==> src/sv/assert_macros.svh <==
// Assertion macros for the RTL files that carry checks.
`ifndef ASSERT_MACROS_SVH
`define ASSERT_MACROS_SVH

// Check on every clock edge, masked while reset is asserted.
`define CHK(lbl, prop, msg) \
  lbl: assert property (@(posedge clk) disable iff (rst) prop) else $error(msg);

// Check on every clock edge, reset cycles included.
`define CHK_ALWAYS(lbl, prop, msg) \
  lbl: assert property (@(posedge clk) prop) else $error(msg);

`endif

==> src/sv/tlpq_pkg.sv <==
// Types and constants for the three-level priority queue.
`default_nettype none

package tlpq_pkg;

  localparam int CAPACITY = 16;
  localparam int ID_W     = 16;
  localparam int LVL_W    = 2;
  localparam int CNT_W    = $clog2(CAPACITY + 1);
  localparam int IDX_W    = $clog2(CAPACITY);

  localparam logic [LVL_W-1:0] LVL_TOP = 2'd2;

  typedef enum logic [1:0] {
    CMD_ENQ  = 2'd0,
    CMD_DEQ  = 2'd1,
    CMD_LIST = 2'd2
  } cmd_t;

  typedef enum logic [1:0] {
    ST_OK    = 2'd0,
    ST_FULL  = 2'd1,
    ST_EMPTY = 2'd2
  } status_t;

  typedef enum logic [1:0] {
    S_IDLE,
    S_OP,
    S_LIST
  } state_t;

  typedef enum logic [1:0] {
    CM_HOLD,
    CM_INSERT,
    CM_SHIFT
  } cell_mode_t;

  typedef struct packed {
    logic [ID_W-1:0]  id;
    logic [LVL_W-1:0] lvl;
  } entry_t;

  typedef struct packed {
    cell_mode_t mode;
    entry_t     ins;
  } cell_ctrl_t;

endpackage

`default_nettype wire

==> src/sv/tlpq_cell.sv <==
// One slot of the sorted chain: holds an entry, inserts, or takes its neighbor's.
`default_nettype none

module tlpq_cell (
  input  wire                       clk,
  input  wire tlpq_pkg::cell_ctrl_t ctrl,
  input  wire                       occupied,
  input  wire tlpq_pkg::entry_t     prev_entry,
  input  wire                       prev_after,
  input  wire tlpq_pkg::entry_t     next_entry,
  output tlpq_pkg::entry_t          entry,
  output logic                      after
);
  import tlpq_pkg::*;

  entry_t entry_next;

  // new word goes behind every stored entry of equal or higher level
  assign after = occupied && (entry.lvl >= ctrl.ins.lvl);

  always_comb begin
    entry_next = entry;
    case (ctrl.mode)
      CM_HOLD:   entry_next = entry;
      CM_INSERT: begin
        if (after) begin
          entry_next = entry;
        end else if (prev_after) begin
          entry_next = ctrl.ins;
        end else begin
          entry_next = prev_entry;
        end
      end
      CM_SHIFT:  entry_next = next_entry;
      default:   entry_next = entry;
    endcase
  end

  always_ff @(posedge clk) begin
    entry <= entry_next;
  end

endmodule

`default_nettype wire

==> src/sv/three_level_priority_queue_top.sv <==
// Top level of the three-level priority queue: control, count and chain of cells.
//
// Usage:
//   Command channel: drive command, item_id and priority_req with start high;
//   the word is taken at a clock edge where start is high and busy is low.
//   Commands: enqueue (0), dequeue head (1), list all (2); code 3 is dropped
//   and gives no result. Priority 3 is treated as 2.
//   Result channel: done is high for exactly one cycle per result word, with
//   status, out_id, out_priority and last valid in that cycle. The receiver
//   cannot stall; every word must be taken when shown.
// Command flow:
//   Enqueue, dequeue and an empty list: the result word is registered as the
//   op state ends, busy being high only in that state; a dropped code gives none.
//   List: entries rotate once around the whole chain of CAPACITY cells, one
//   shift a cycle, which brings them back into place; busy for the whole walk
//   and a result word per stored entry at its start, last marking the final
//   one. The rotation length, not the entry count, sets how long busy lasts.
// Reset: rst (synchronous, active high) empties the queue and clears done;
//   cell contents are not cleared, slots past the count are never shown.
`default_nettype none

`include "assert_macros.svh"

module three_level_priority_queue_top (
  input  wire                            clk,
  input  wire                            rst,
  input  wire                            start,
  output logic                           busy,
  input  wire  [1:0]                     command,
  input  wire  [tlpq_pkg::ID_W-1:0]      item_id,
  input  wire  [tlpq_pkg::LVL_W-1:0]     priority_req,
  output logic                           done,
  output logic [1:0]                     status,
  output logic [tlpq_pkg::ID_W-1:0]      out_id,
  output logic [tlpq_pkg::LVL_W-1:0]     out_priority,
  output logic                           last
);
  import tlpq_pkg::*;

  state_t            state, state_next;
  logic [CNT_W-1:0]  count, count_next;
  logic [IDX_W-1:0]  step, step_next;
  logic [1:0]        cmd;
  logic [ID_W-1:0]   id_r;
  logic [LVL_W-1:0]  lvl_r;

  logic              done_next;
  logic [1:0]        status_next;
  logic [ID_W-1:0]   out_id_next;
  logic [LVL_W-1:0]  out_priority_next;
  logic              last_next;

  cell_ctrl_t        ctrl;
  entry_t            cells [CAPACITY];
  logic              after_v [CAPACITY];
  logic              occ [CAPACITY];

  logic              accept;
  logic              full;
  logic              empty;

  assign busy   = (state != S_IDLE);
  assign accept = start && !busy;
  assign full   = (count == CNT_W'(CAPACITY));
  assign empty  = (count == '0);

  // ---------------------------------------------------------------- cells
  // Slot 0 is the head. Insert shifts the tail one slot away from the head;
  // shift moves every slot toward the head, the head wrapping to the tail.
  genvar gi;
  generate
    for (gi = 0; gi < CAPACITY; gi++) begin : g_cell
      assign occ[gi] = (CNT_W'(gi) < count);
      if (gi == 0) begin : g_head
        tlpq_cell u_cell (
          .clk        (clk),
          .ctrl       (ctrl),
          .occupied   (occ[gi]),
          .prev_entry (ctrl.ins),
          .prev_after (1'b1),
          .next_entry (cells[(gi + 1) % CAPACITY]),
          .entry      (cells[gi]),
          .after      (after_v[gi])
        );
      end else begin : g_body
        tlpq_cell u_cell (
          .clk        (clk),
          .ctrl       (ctrl),
          .occupied   (occ[gi]),
          .prev_entry (cells[gi - 1]),
          .prev_after (after_v[gi - 1]),
          .next_entry (cells[(gi + 1) % CAPACITY]),
          .entry      (cells[gi]),
          .after      (after_v[gi])
        );
      end
    end
  endgenerate

  always_comb begin
    ctrl.ins.id  = id_r;
    ctrl.ins.lvl = lvl_r;
    ctrl.mode    = CM_HOLD;
    case (state)
      S_OP: begin
        if (cmd == CMD_ENQ && !full) begin
          ctrl.mode = CM_INSERT;
        end else if (cmd == CMD_DEQ && !empty) begin
          ctrl.mode = CM_SHIFT;
        end
      end
      S_LIST:  ctrl.mode = CM_SHIFT;
      default: ctrl.mode = CM_HOLD;
    endcase
  end

  // ---------------------------------------------------------------- control
  always_comb begin
    state_next = state;
    case (state)
      S_IDLE: begin
        if (accept) begin
          if (command == CMD_LIST && !empty) begin
            state_next = S_LIST;
          end else begin
            state_next = S_OP;
          end
        end
      end
      S_OP:    state_next = S_IDLE;
      S_LIST: begin
        if (step == IDX_W'(CAPACITY - 1)) begin
          state_next = S_IDLE;
        end
      end
      default: state_next = S_IDLE;
    endcase
  end

  always_comb begin
    count_next = count;
    step_next  = '0;
    case (state)
      S_OP: begin
        if (cmd == CMD_ENQ && !full) begin
          count_next = count + CNT_W'(1);
        end else if (cmd == CMD_DEQ && !empty) begin
          count_next = count - CNT_W'(1);
        end
      end
      S_LIST:  step_next = step + IDX_W'(1);
      default: step_next = '0;
    endcase
  end

  // result word, registered below
  always_comb begin
    done_next         = 1'b0;
    status_next       = ST_OK;
    out_id_next       = '0;
    out_priority_next = '0;
    last_next         = 1'b1;
    case (state)
      S_OP: begin
        if (cmd == CMD_ENQ) begin
          done_next   = 1'b1;
          status_next = full ? ST_FULL : ST_OK;
        end else if (cmd == CMD_DEQ || cmd == CMD_LIST) begin
          done_next = 1'b1;
          if (empty) begin
            status_next = ST_EMPTY;
          end else begin
            out_id_next       = cells[0].id;
            out_priority_next = cells[0].lvl;
          end
        end
      end
      S_LIST: begin
        done_next         = (CNT_W'(step) < count);
        out_id_next       = cells[0].id;
        out_priority_next = cells[0].lvl;
        last_next         = ((CNT_W'(step) + CNT_W'(1)) == count);
      end
      default: done_next = 1'b0;
    endcase
  end

  always_ff @(posedge clk) begin
    if (rst) begin
      state <= S_IDLE;
      count <= '0;
      step  <= '0;
      done  <= 1'b0;
    end else begin
      state <= state_next;
      count <= count_next;
      step  <= step_next;
      done  <= done_next;
    end
  end

  always_ff @(posedge clk) begin
    if (accept) begin
      cmd   <= command;
      id_r  <= item_id;
      lvl_r <= (priority_req > LVL_TOP) ? LVL_TOP : priority_req;
    end
    status       <= status_next;
    out_id       <= out_id_next;
    out_priority <= out_priority_next;
    last         <= last_next;
  end

  // ---------------------------------------------------------------- checks
  `CHK(a_count_cap, count <= CNT_W'(CAPACITY), "entry count beyond capacity")
  `CHK(a_full_word, (done && status == ST_FULL) |-> (full && last), "full reported while not full")
  `CHK(a_enq_grow, (state == S_OP && cmd == CMD_ENQ && !full) |=> (count == $past(count) + CNT_W'(1)), "enqueue did not add an entry")
  `CHK_ALWAYS(a_idle_reset, $past(rst) |-> (!busy && !done), "block not idle after reset")

endmodule

`default_nettype wire
==> config.mk <==
export PLATFORM = sky130hd
export DESIGN_NAME = three_level_priority_queue_top
export DESIGN_NICKNAME = d
export VERILOG_FILES = /design/src/sv/tlpq_pkg.sv /design/src/sv/tlpq_cell.sv /design/src/sv/three_level_priority_queue_top.sv
export VERILOG_INCLUDE_DIRS = /design/src /design/src/sv
export SDC_FILE = /design/constraint.sdc
export NUM_CORES = 1
export LEC_CHECK = 0
export BUFFER_PORTS_ARGS = -buffer_cell sky130_fd_sc_hd__clkbuf_2
export CAP_MARGIN = 15
export CORE_UTILIZATION = 34
export DETAILED_ROUTE_END_ITERATION = 8
export MAX_ROUTING_LAYER = met4
export PLACE_DENSITY = 0.5
export SLEW_MARGIN = 25
export SYNTH_ARGS = -nofsm -noshare
export SYNTH_HDL_FRONTEND = slang
export SYNTH_HIERARCHICAL = 1
export SYNTH_SLANG_ARGS = --single-unit
==> constraint.sdc <==
create_clock -name clk -period 12.15 [get_ports clk]
set_clock_uncertainty 0.2 [all_clocks]
set_input_delay 0.6075 -clock clk [delete_from_list [all_inputs] [get_ports clk]]
set_output_delay 0.6075 -clock clk [all_outputs]
set_load 0.1 [all_outputs]
==> metrics.md, run 1 <==
| Metric | Value |
|---|---|
| Vias per cell | 5.214 |
| Core Region | 54030 µm² |
| Leakage | 6.362 nW |
| Vias in the first global route | 11.75k |
| WL per Instance | 22.18 µm |
| Worst-Skew Late Latency | 0.56 ns |
| Avg Inst Size Synth | 11.38 µm² |
| Total CTS buffers | 41 |
| F_max | 227.7 MHz |
| DRC violations left | 0 |
| Final Critical Period | 4.392 ns |
| RSZ-0062 raised after global routing | false |
| Die height | 236.3 µm |
| ANT nets after route | 0 |
| Post-DP HPWL | 38120 µm |
| First-pass GRT wire length | 77420 µm |
| Pwr/cell area | 129.3 nW/µm² |
| Largest net degree at the start of global routing | 49 |
| Drt first pass iters | 6 |
| Top-Level Pins | 46 |
| Global route overflow | 0 |
| Syn-to-layout area delta | 10.11% |
| Die area | 55840 µm² |
| Critical path arrival | 4.38 ns |
| Root buf cell | clkbuf_16 |
| Kind of critical path | reg2reg |
| Die width | 236.3 µm |
| Final cycle utilization of the critical path | 36.15% |
| Layout Cells excl Fill | 2380 |
| Clock Sinks | 341 |
| Clk buf depth | 3 |
| # setup viols final | 0 |
| Final setup TNS | 0 ns |
| Worst-path fanout max | 48 |
| Share of layout cells above drive strength 1 | 10.21% |
| Dpl cells | 2291 |
| Clock slew at reported path FFs | 0.06 ns |
| Mapped Nets | 1711 |
| Min-delay worst type | in2reg |
| Post-synthesis cell area | 18670 µm² |
| # rows | 85 |
| Layout Nets | 1725 |
| Number of max-cap violations | 0 |
| Routability congestion estimate from global placement | 0.8521 |
| Setup repair bufs after CTS | 0 |
| Slew @ Worst Pin | 1.074 ns |
| Total routed wirelength | 52790 µm |
| Antenna violations before repair | 0 |
| Setup WS pre-CTS | 7.809 ns |
| Initial Util | 34.55% |
| Rel. slew slack | 28.38% |
| Hold Vio Cnt, Final | 0 |
| 1st-iter DRT viols | 1223 |
| Crit path capture type | flip-flop |
| Critical Path RT | 12.13 ns |
| H-tree lvl count | 2 |
| Port Buffers | 45 |
| CTS tree | done |
| Yosys warns | 6 |
| VDD IR max | 0.1001 mV |
| Tot GR Track Use | 19.20% |
| Setup crit start kind | flip-flop |
| Fillers | 5303 |
| Status | finished, final reports clean |
| Setup WS post-layout | 7.758 ns |
| Max-slew violation count | 0 |
| Syn Inst Count | 1641 |
| Total number of vias | 12.41k |
| Antenna cells | 0 |
## state kept, by name, indices dropped and copies added, names as in the netlist
register / cells
g_cell.g_body.u_cell/entry: 270
g_cell.g_head.u_cell/entry: 18
id_r: 16
out_id: 16
count: 5
step: 4
cmd: 2
lvl_r: 2
out_priority: 2
state: 2
status: 2
done: 1
last: 1
## worst paths after layout
path | depth (start not counted) | from | endpoint | slack, ns
setup / recovery | 9 | count[1] | g_cell[14].g_body.u_cell/entry[4] | 7.76
hold / removal | 1 | item_id[11] | id_r[11] | 0.03
hold reg to reg | 1 | step[0] | step[0] | 0.28
setup reg to reg | 9 | count[1] | g_cell[14].g_body.u_cell/entry[4] | 7.76
## what timing repair did
| item | in CTS | in global routing |
|---|---|---|
| hold buffers | 9 | 0 |
| endpoints found under the hold margin | 9 | 0 |
| gates resized for setup | 0 | 0 |
## worst max-delay path, stage by stage, from the launching register on
cell and delay, ns:
dfxtp_1 0.55, inv_1 0.20, ha_1 0.29, nor4b_4 0.17
or2_1 0.30, nor2_1 0.12, o21a_2 0.12, buf_4 0.49
nor2b_4 0.75, or3_1 0.78
## placed cells by master (no fill, tap or decap), types with 18 or more instances in the layout
cell / instances
edfxtp_1: 308
nand2_1: 296
mux2i_1: 288
o21ai_1: 160
o21ai_0: 138
inv_1: 63
ha_1: 47
clkbuf_2: 45
clkbuf_16: 41
dfxtp_1: 33
nor2b_4: 28
and2_1: 21
a21oi_1: 21
or3_1: 18
nor3_1: 18
## stage by stage
step	util [%]	hold WS (ns)	cell area (µm²)	total power, W
finish	38.04	0.03200	20550	0.002658
global route	38.04	0.01662	20550	0.002739
floorplan	-	0.2297	18670	0.001467
detailed placement	35.32	0.2563	19080	0.001535
global placement	35.16	0.2500	18990	0.001527
CTS	37.74	0.002551	20390	0.002672
## layout make-up
class,instances,area [µm²],share of cell area (%)
clock buffer,59,1144,5.564
clock inverter,13,73.82,0.3592
inverter,63,236.5,1.151
multi-input combinational,1134,7751,37.71
sequential,341,9910,48.21
tap,696,870.8,4.237
timing repair buffer,74,568.0,2.764
## power by group
| group | switching, W | internal [W] | total, W |
|---|---|---|---|
| Combinational | 0.000110 | 0.0000722 | 0.000182 |
| Clock | 0.000483 | 0.000653 | 0.00114 |
| Sequential | 0.0000375 | 0.00130 | 0.00134 |
## metal layers
metal | up-vias | wire length [µm] | GRT usage [%]
met5 | - | 0 | -
met4 | 0 | 1549 | 7.399
met3 | 92 | 4511 | 3.604
met2 | 519 | 20890 | 24.76
met1 | 5851 | 25840 | 28.99
li1 | 5948 | - | -
Power figures use the tool's default switching activity.
==> inputs of run 2 (changes only) <==
==> constraint.sdc (replaced) <==
create_clock -name clk -period 4.4 [get_ports clk]
set_clock_uncertainty 0.2 [all_clocks]
set_input_delay 0.22 -clock clk [delete_from_list [all_inputs] [get_ports clk]]
set_output_delay 0.22 -clock clk [all_outputs]
set_load 0.1 [all_outputs]
==> run 2 against run 1 <==
  * Routed wire length fell by 4.3%
  * Die area did not move
  * Sequential power grew to 2.8 times the previous value
  * Clock-buffer cell count fell by 8
  * Combinational power up 150%
==> metrics.md, run 2 (synthesis results as in run 1) <==
| Metric | Value |
|---|---|
| Final Total Pwr | 0.007655 W |
| Global route overflow | 0 |
| Dpl cells | 2318 |
| Resized Gates After CTS | 0 |
| Setup crit start kind | flip-flop |
| Max-slew violation count | 0 |
| First-pass GRT wire length | 75570 µm |
| Core Region | 54030 µm² |
| Top flop regs | g_cell.g_body.u_cell/entry x270, g_cell.g_head.u_cell/entry x18 |
| Layout Cells excl Fill | 2414 |
| CP max stage cell | or3_1 |
| Combinational Power Share | 5.9% |
| Max reg flops | 270 |
| # setup viols final | 0 |
| Clk buf depth | 3 |
| R2r worst-path depth | 9 |
| Clock Power Share | 45.4% |
| Pwr/cell area | 366.9 nW/µm² |
| Share of layout cells above drive strength 1 | 11.71% |
| Syn-to-layout area delta | 11.77% |
| Final setup TNS | 0 ns |
| CP cell instances | inv_1 > ha_1 > nor4b_4 > or2_1 > nor2_1 > o21a_2 > buf_4 > a2111oi_0 > or3_1 |
| CP startpoint | count[1] |
| Total CTS buffers | 40 |
| Worst-Skew Late Latency | 0.57 ns |
| Internal cell power | 0.005898 W |
| R2r setup slk | 0.69 ns |
| Worst-path fanout max | 21 |
| DRC violations left | 0 |
| Status | finished, final reports clean |
| F_max | 269.5 MHz |
| Vias per cell | 5.199 |
| Port Buffers | 45 |
| Critical path arrival | 3.69 ns |
| CP Capture Point | g_cell[15].g_body.u_cell/entry[16] |
| Top-Level Pins | 46 |
| Kind of critical path | reg2reg |
| Initial Util | 34.55% |
| Root buf cell | clkbuf_16 |
| Routability congestion estimate from global placement | 0.8175 |
| Final cycle utilization of the critical path | 84.33% |
| Number of max-cap violations | 0 |
| Largest net degree at the start of global routing | 37 |
| Leakage | 6.576 nW |
| Reg with most FFs | g_cell.g_body.u_cell/entry |
| VDD IR max | 0.2442 mV |
| Total number of vias | 12.55k |
| Slowest stage delay, CP | 0.69 ns |
| Sw frac | 22.95% |
| RSZ-0062 raised after global routing | false |
| # rows | 85 |
| Tot GR Track Use | 18.52% |
| Vias in the first global route | 11.70k |
| Rel. slew slack | 22.75% |
| Clock Sinks | 341 |
| Layout Nets | 1758 |
| Final Critical Period | 3.711 ns |
| CTS tree | done |
| Post-DP HPWL | 36140 µm |
| Drt first pass iters | 5 |
| Final hold slack | 0.1624 ns |
| Die width | 236.3 µm |
| Most common cell after layout, fill and taps aside | edfxtp_1 |
| Min-delay worst type | in2reg |
| Final core occ | 38.62% |
| Die height | 236.3 µm |
| RR Endpoint | g_cell[15].g_body.u_cell/entry[16] |
| Critical Path RT | 4.38 ns |
| Die area | 55840 µm² |
| R2r startpoint | count[1] |
| Slew @ Worst Pin | 1.159 ns |
| Crit path capture type | flip-flop |
| Total routed wirelength | 50500 µm |
| H-tree lvl count | 2 |
| Antenna violations before repair | 0 |
| Net Switching | 0.001757 W |
| ANT nets after route | 0 |
| WL per Instance | 20.92 µm |
| Hold Vio Cnt, Final | 0 |
| Sequential share of power | 48.7% |
| Clock slew at reported path FFs | 0.06 ns |
| 1st-iter DRT viols | 1466 |
| Most frequent cells in the layout | edfxtp_1 (308), nand2_1 (296), mux2i_1 (288), o21ai_1 (160), o21ai_0 (138) |
## run 2: cell count changes in the layout (fill, tap and decap cells not counted), moves of 2 or more
| cell | before | now |
|---|---|---|
| buf_4 | 8 | 38 |
| dlygate4sd3_1 | 9 | 22 |
| buf_8 | 11 | 2 |
| nor2b_2 | 3 | 12 |
| nor2b_4 | 28 | 19 |
| bufinv_16 | 0 | 6 |
| clkbuf_1 | 13 | 7 |
| clkinv_2 | 4 | 8 |
| clkinv_1 | 5 | 2 |
| clkbuf_8 | 5 | 3 |
## run 2: metal layers
layer  vias up  share of wire (%)  track usage [%]  routed length [µm]
li1       6018                  -                -                   -
met1      5977                 52            29.40               26270
met2       470                 38            23.05               19210
met3        86                7.2            2.575                3617
met4         0                2.8            6.690                1397
met5         -                  0                -                   0
## run 2: area by class of cell
| type | count | area [µm²] |
|---|---|---|
| antenna | 1 | 2.502 |
| clock buffer | 51 | 1094 |
| clock inverter | 20 | 264.0 |
| fill | 5345 | 33160 |
| inverter | 63 | 236.5 |
| multi-input combinational | 1134 | 7706 |
| sequential | 341 | 9910 |
| tap | 696 | 870.8 |
| timing repair buffer | 108 | 780.7 |
## run 2: worst min path at each step
stage | slack [ns] | startpoint | cells past startpoint | to
5_1_grt | 0.15 | item_id[1] | 2 | id_r[1]
2_1_floorplan | 0.12 | command[0] | 0 | cmd[0]
4_1_cts | 0.13 | item_id[14] | 2 | id_r[14]
3_5_place_dp | 0.20 | item_id[14] | 1 | id_r[14]
3_3_place_gp | 0.20 | item_id[11] | 1 | id_r[11]
6_report | 0.16 | item_id[0] | 2 | id_r[0]
## run 2: critical path: cells and delay by family (launching register included)
kind	cells	cell delay, ns
simple gates	4	1.33
compound gates	2	0.65
buf+inv	2	0.46
flops	1	0.41
fa+ha+maj	1	0.28
## run 2: what timing repair did
item / 4_1_cts / 5_1_grt
buffers inserted: 0 / 0
hold buffers: 22 / 0
hold endpoints to repair: 32 / 0
## run 2: through the flow
| stage | area [µm²] | worst slack, ns |
|---|---|---|
| after floorplan | 18670 | 0.3429 |
| after global placement | 19240 | 0.7554 |
| after detailed placement | 19240 | 0.6806 |
| after CTS | 20820 | 0.6586 |
| after global routing | 20860 | 0.4478 |
| final | 20860 | 0.6894 |
## run 2: power by group through the flow
stage / clock network (W) / logic, W / registers (W)
CTS: 0.00356 / 0.000439 / 0.00373
detailed placement: 0 / 0.000424 / 0.00379
finish: 0.00348 / 0.000450 / 0.00373
global placement: 0 / 0.000414 / 0.00379
floorplan: 0 / 0.000323 / 0.00373
global route: 0.00368 / 0.000495 / 0.00373
==> inputs of run 3 (changes only) <==
--- a/config.mk
+++ b/config.mk
@@ -11,7 +11,7 @@
 export CORE_UTILIZATION = 34
 export DETAILED_ROUTE_END_ITERATION = 8
 export MAX_ROUTING_LAYER = met4
-export PLACE_DENSITY = 0.5
+export PLACE_DENSITY = 0.51
 export SLEW_MARGIN = 25
 export SYNTH_ARGS = -nofsm -noshare
 export SYNTH_HDL_FRONTEND = slang
==> constraint.sdc (replaced) <==
create_clock -name clk -period 3.35 [get_ports clk]
set_clock_uncertainty 0.2 [all_clocks]
set_input_delay 0.1675 -clock clk [delete_from_list [all_inputs] [get_ports clk]]
set_output_delay 0.1675 -clock clk [all_outputs]
set_load 0.1 [all_outputs]
==> run 3 against run 2 <==
  * Power rose by 29%
  * Clock-buffer cell count fell by 3
  * Via count fell by 2.0%
  * Core utilization rose by 0.19 points
  * Worst setup slack got worse by 0.50 ns
==> metrics.md, run 3 (synthesis results as in run 1) <==
| Metric | Value |
|---|---|
| R2r setup slk | 0.19 ns |
| Total routed wirelength | 49890 µm |
| Setup crit start kind | flip-flop |
| Most common cell after layout, fill and taps aside | edfxtp_1 |
| Final Critical Period | 3.164 ns |
| Hold Path Sink | id_r[10] |
| Vias per cell | 5.047 |
| Tot GR Track Use | 18.40% |
| Critical Path RT | 3.33 ns |
| ANT nets after route | 0 |
| Min-delay worst type | in2reg |
| Final Total Pwr | 0.009908 W |
| Port Buffers | 45 |
| Crit path capture type | flip-flop |
| R2r startpoint | cmd[0] |
| Max-slew violation count | 0 |
| F_max | 316.0 MHz |
| Resized Gates After CTS | 0 |
| Layout Nets | 1779 |
| Largest net degree at the start of global routing | 37 |
| Most frequent cells in the layout | edfxtp_1 (308), nand2_1 (296), mux2i_1 (288), o21ai_1 (160), o21ai_0 (138) |
| Clock Sinks | 341 |
| Total CTS buffers | 41 |
| Number of max-cap violations | 0 |
| Antenna violations before repair | 0 |
| Rel. slew slack | 28.53% |
| Antenna cells | 0 |
| Global route overflow | 0 |
| Slew @ Worst Pin | 1.072 ns |
| Share of layout cells above drive strength 1 | 12.36% |
| Die width | 236.3 µm |
| Final cycle utilization of the critical path | 94.45% |
| CTS tree | done |
| Syn-to-layout area delta | 12.31% |
| Reg with most FFs | g_cell.g_body.u_cell/entry |
| Hold Crit Start | item_id[10] |
| Final setup TNS | 0 ns |
| R2r worst-path depth | 7 |
| VDD IR max | 0.2957 mV |
| Status | finished, final reports clean |
| Top flop regs | g_cell.g_body.u_cell/entry x270, g_cell.g_head.u_cell/entry x18 |
| Pwr/cell area | 472.6 nW/µm² |
| Top-Level Pins | 46 |
| H-tree lvl count | 2 |
| WL per Instance | 20.48 µm |
| Worst-path fanout max | 18 |
| RSZ-0062 raised after global routing | false |
| Core Region | 54030 µm² |
| Initial Util | 34.55% |
| Clk buf depth | 3 |
| # rows | 85 |
| Drt first pass iters | 5 |
| Die height | 236.3 µm |
| RR Endpoint | g_cell[13].g_body.u_cell/entry[11] |
| Worst-Skew Late Latency | 0.56 ns |
| Hold path depth | 2 |
| Hold Vio Cnt, Final | 0 |
| 1st-iter DRT viols | 1232 |
| Max reg flops | 270 |
| Root buf cell | clkbuf_16 |
| Die area | 55840 µm² |
| DRC violations left | 0 |
| Routability congestion estimate from global placement | 0.8234 |
| Vias in the first global route | 11.80k |
| First-pass GRT wire length | 75330 µm |
| Critical path arrival | 3.14 ns |
| Leakage | 6.652 nW |
| Clock slew at reported path FFs | 0.06 ns |
| Total number of vias | 12.30k |
| # setup viols final | 0 |
| Post-DP HPWL | 35620 µm |
| Kind of critical path | reg2reg |
[run 3: worst max-delay path: stages, from the launching register on]
cell and delay [ns]:
edfxtp_1 0.41, inv_1 0.08, ha_1 0.28, and2_1 0.21, and3_4 0.35, inv_1 0.09, a2111oi_0 0.46, or3_1 0.70
[run 3: routing by layer]
layer  part of all wire [%]  vias to the layer above  track usage [%]
met5                      0                        -                -
met2                     39                      407            24.21
met1                     51                     5754            28.16
met3                    6.5                       82            2.329
met4                    3.4                        0            6.926
li1                       -                     6052                -
[run 3: area by class of cell]
cell class              instances  area (µm²)
fillers                      5357       33060
flip-flops and latches        341        9910
multi-input cells            1134        7701
clock buffers                  48        1095
repair buffers                128       932.1
well taps                     696       870.8
inverters                      63       236.5
clock inverters                26       220.2
[run 3: worst max path at each step]
stage,start,endpoint,slack [ns],depth (start not counted)
finish,cmd[0],g_cell[13].g_body.u_cell/entry[11],0.19,7
global route,cmd[1],g_cell[14].g_body.u_cell/entry[13],0.03,7
CTS,cmd[0],g_cell[13].g_body.u_cell/entry[11],0.19,7
detailed placement,cmd[0],g_cell[13].g_body.u_cell/entry[11],0.20,7
global placement,cmd[0],g_cell[15].g_body.u_cell/entry[11],0.32,7
floorplan,count[1],g_cell[0].g_head.u_cell/entry[0],0.13,10
[run 3: power by group]
group          internal (W)  switching, W
combinational      0.000261      0.000332
sequential          0.00472      0.000175
clock               0.00263       0.00179
[run 3: timing repair]
action / in CTS / in global routing
hold buffers: 22 / 0
setup buffers: 0 / 0
hold endpoints to repair: 32 / 0
[run 3: metrics by stage]
step	area (µm²)	worst slack, ns	hold WS [ns]	std cells	utilization (%)
after floorplan	18680	0.1310	0.06637	1641	-
after global placement	19420	0.3194	0.1495	2339	35.94
after detailed placement	19420	0.1969	0.1462	2339	35.94
after CTS	20950	0.1851	0.09468	2435	38.78
after global routing	20970	0.03464	0.1171	2436	38.81
final	20970	0.1858	0.1233	2436	38.81
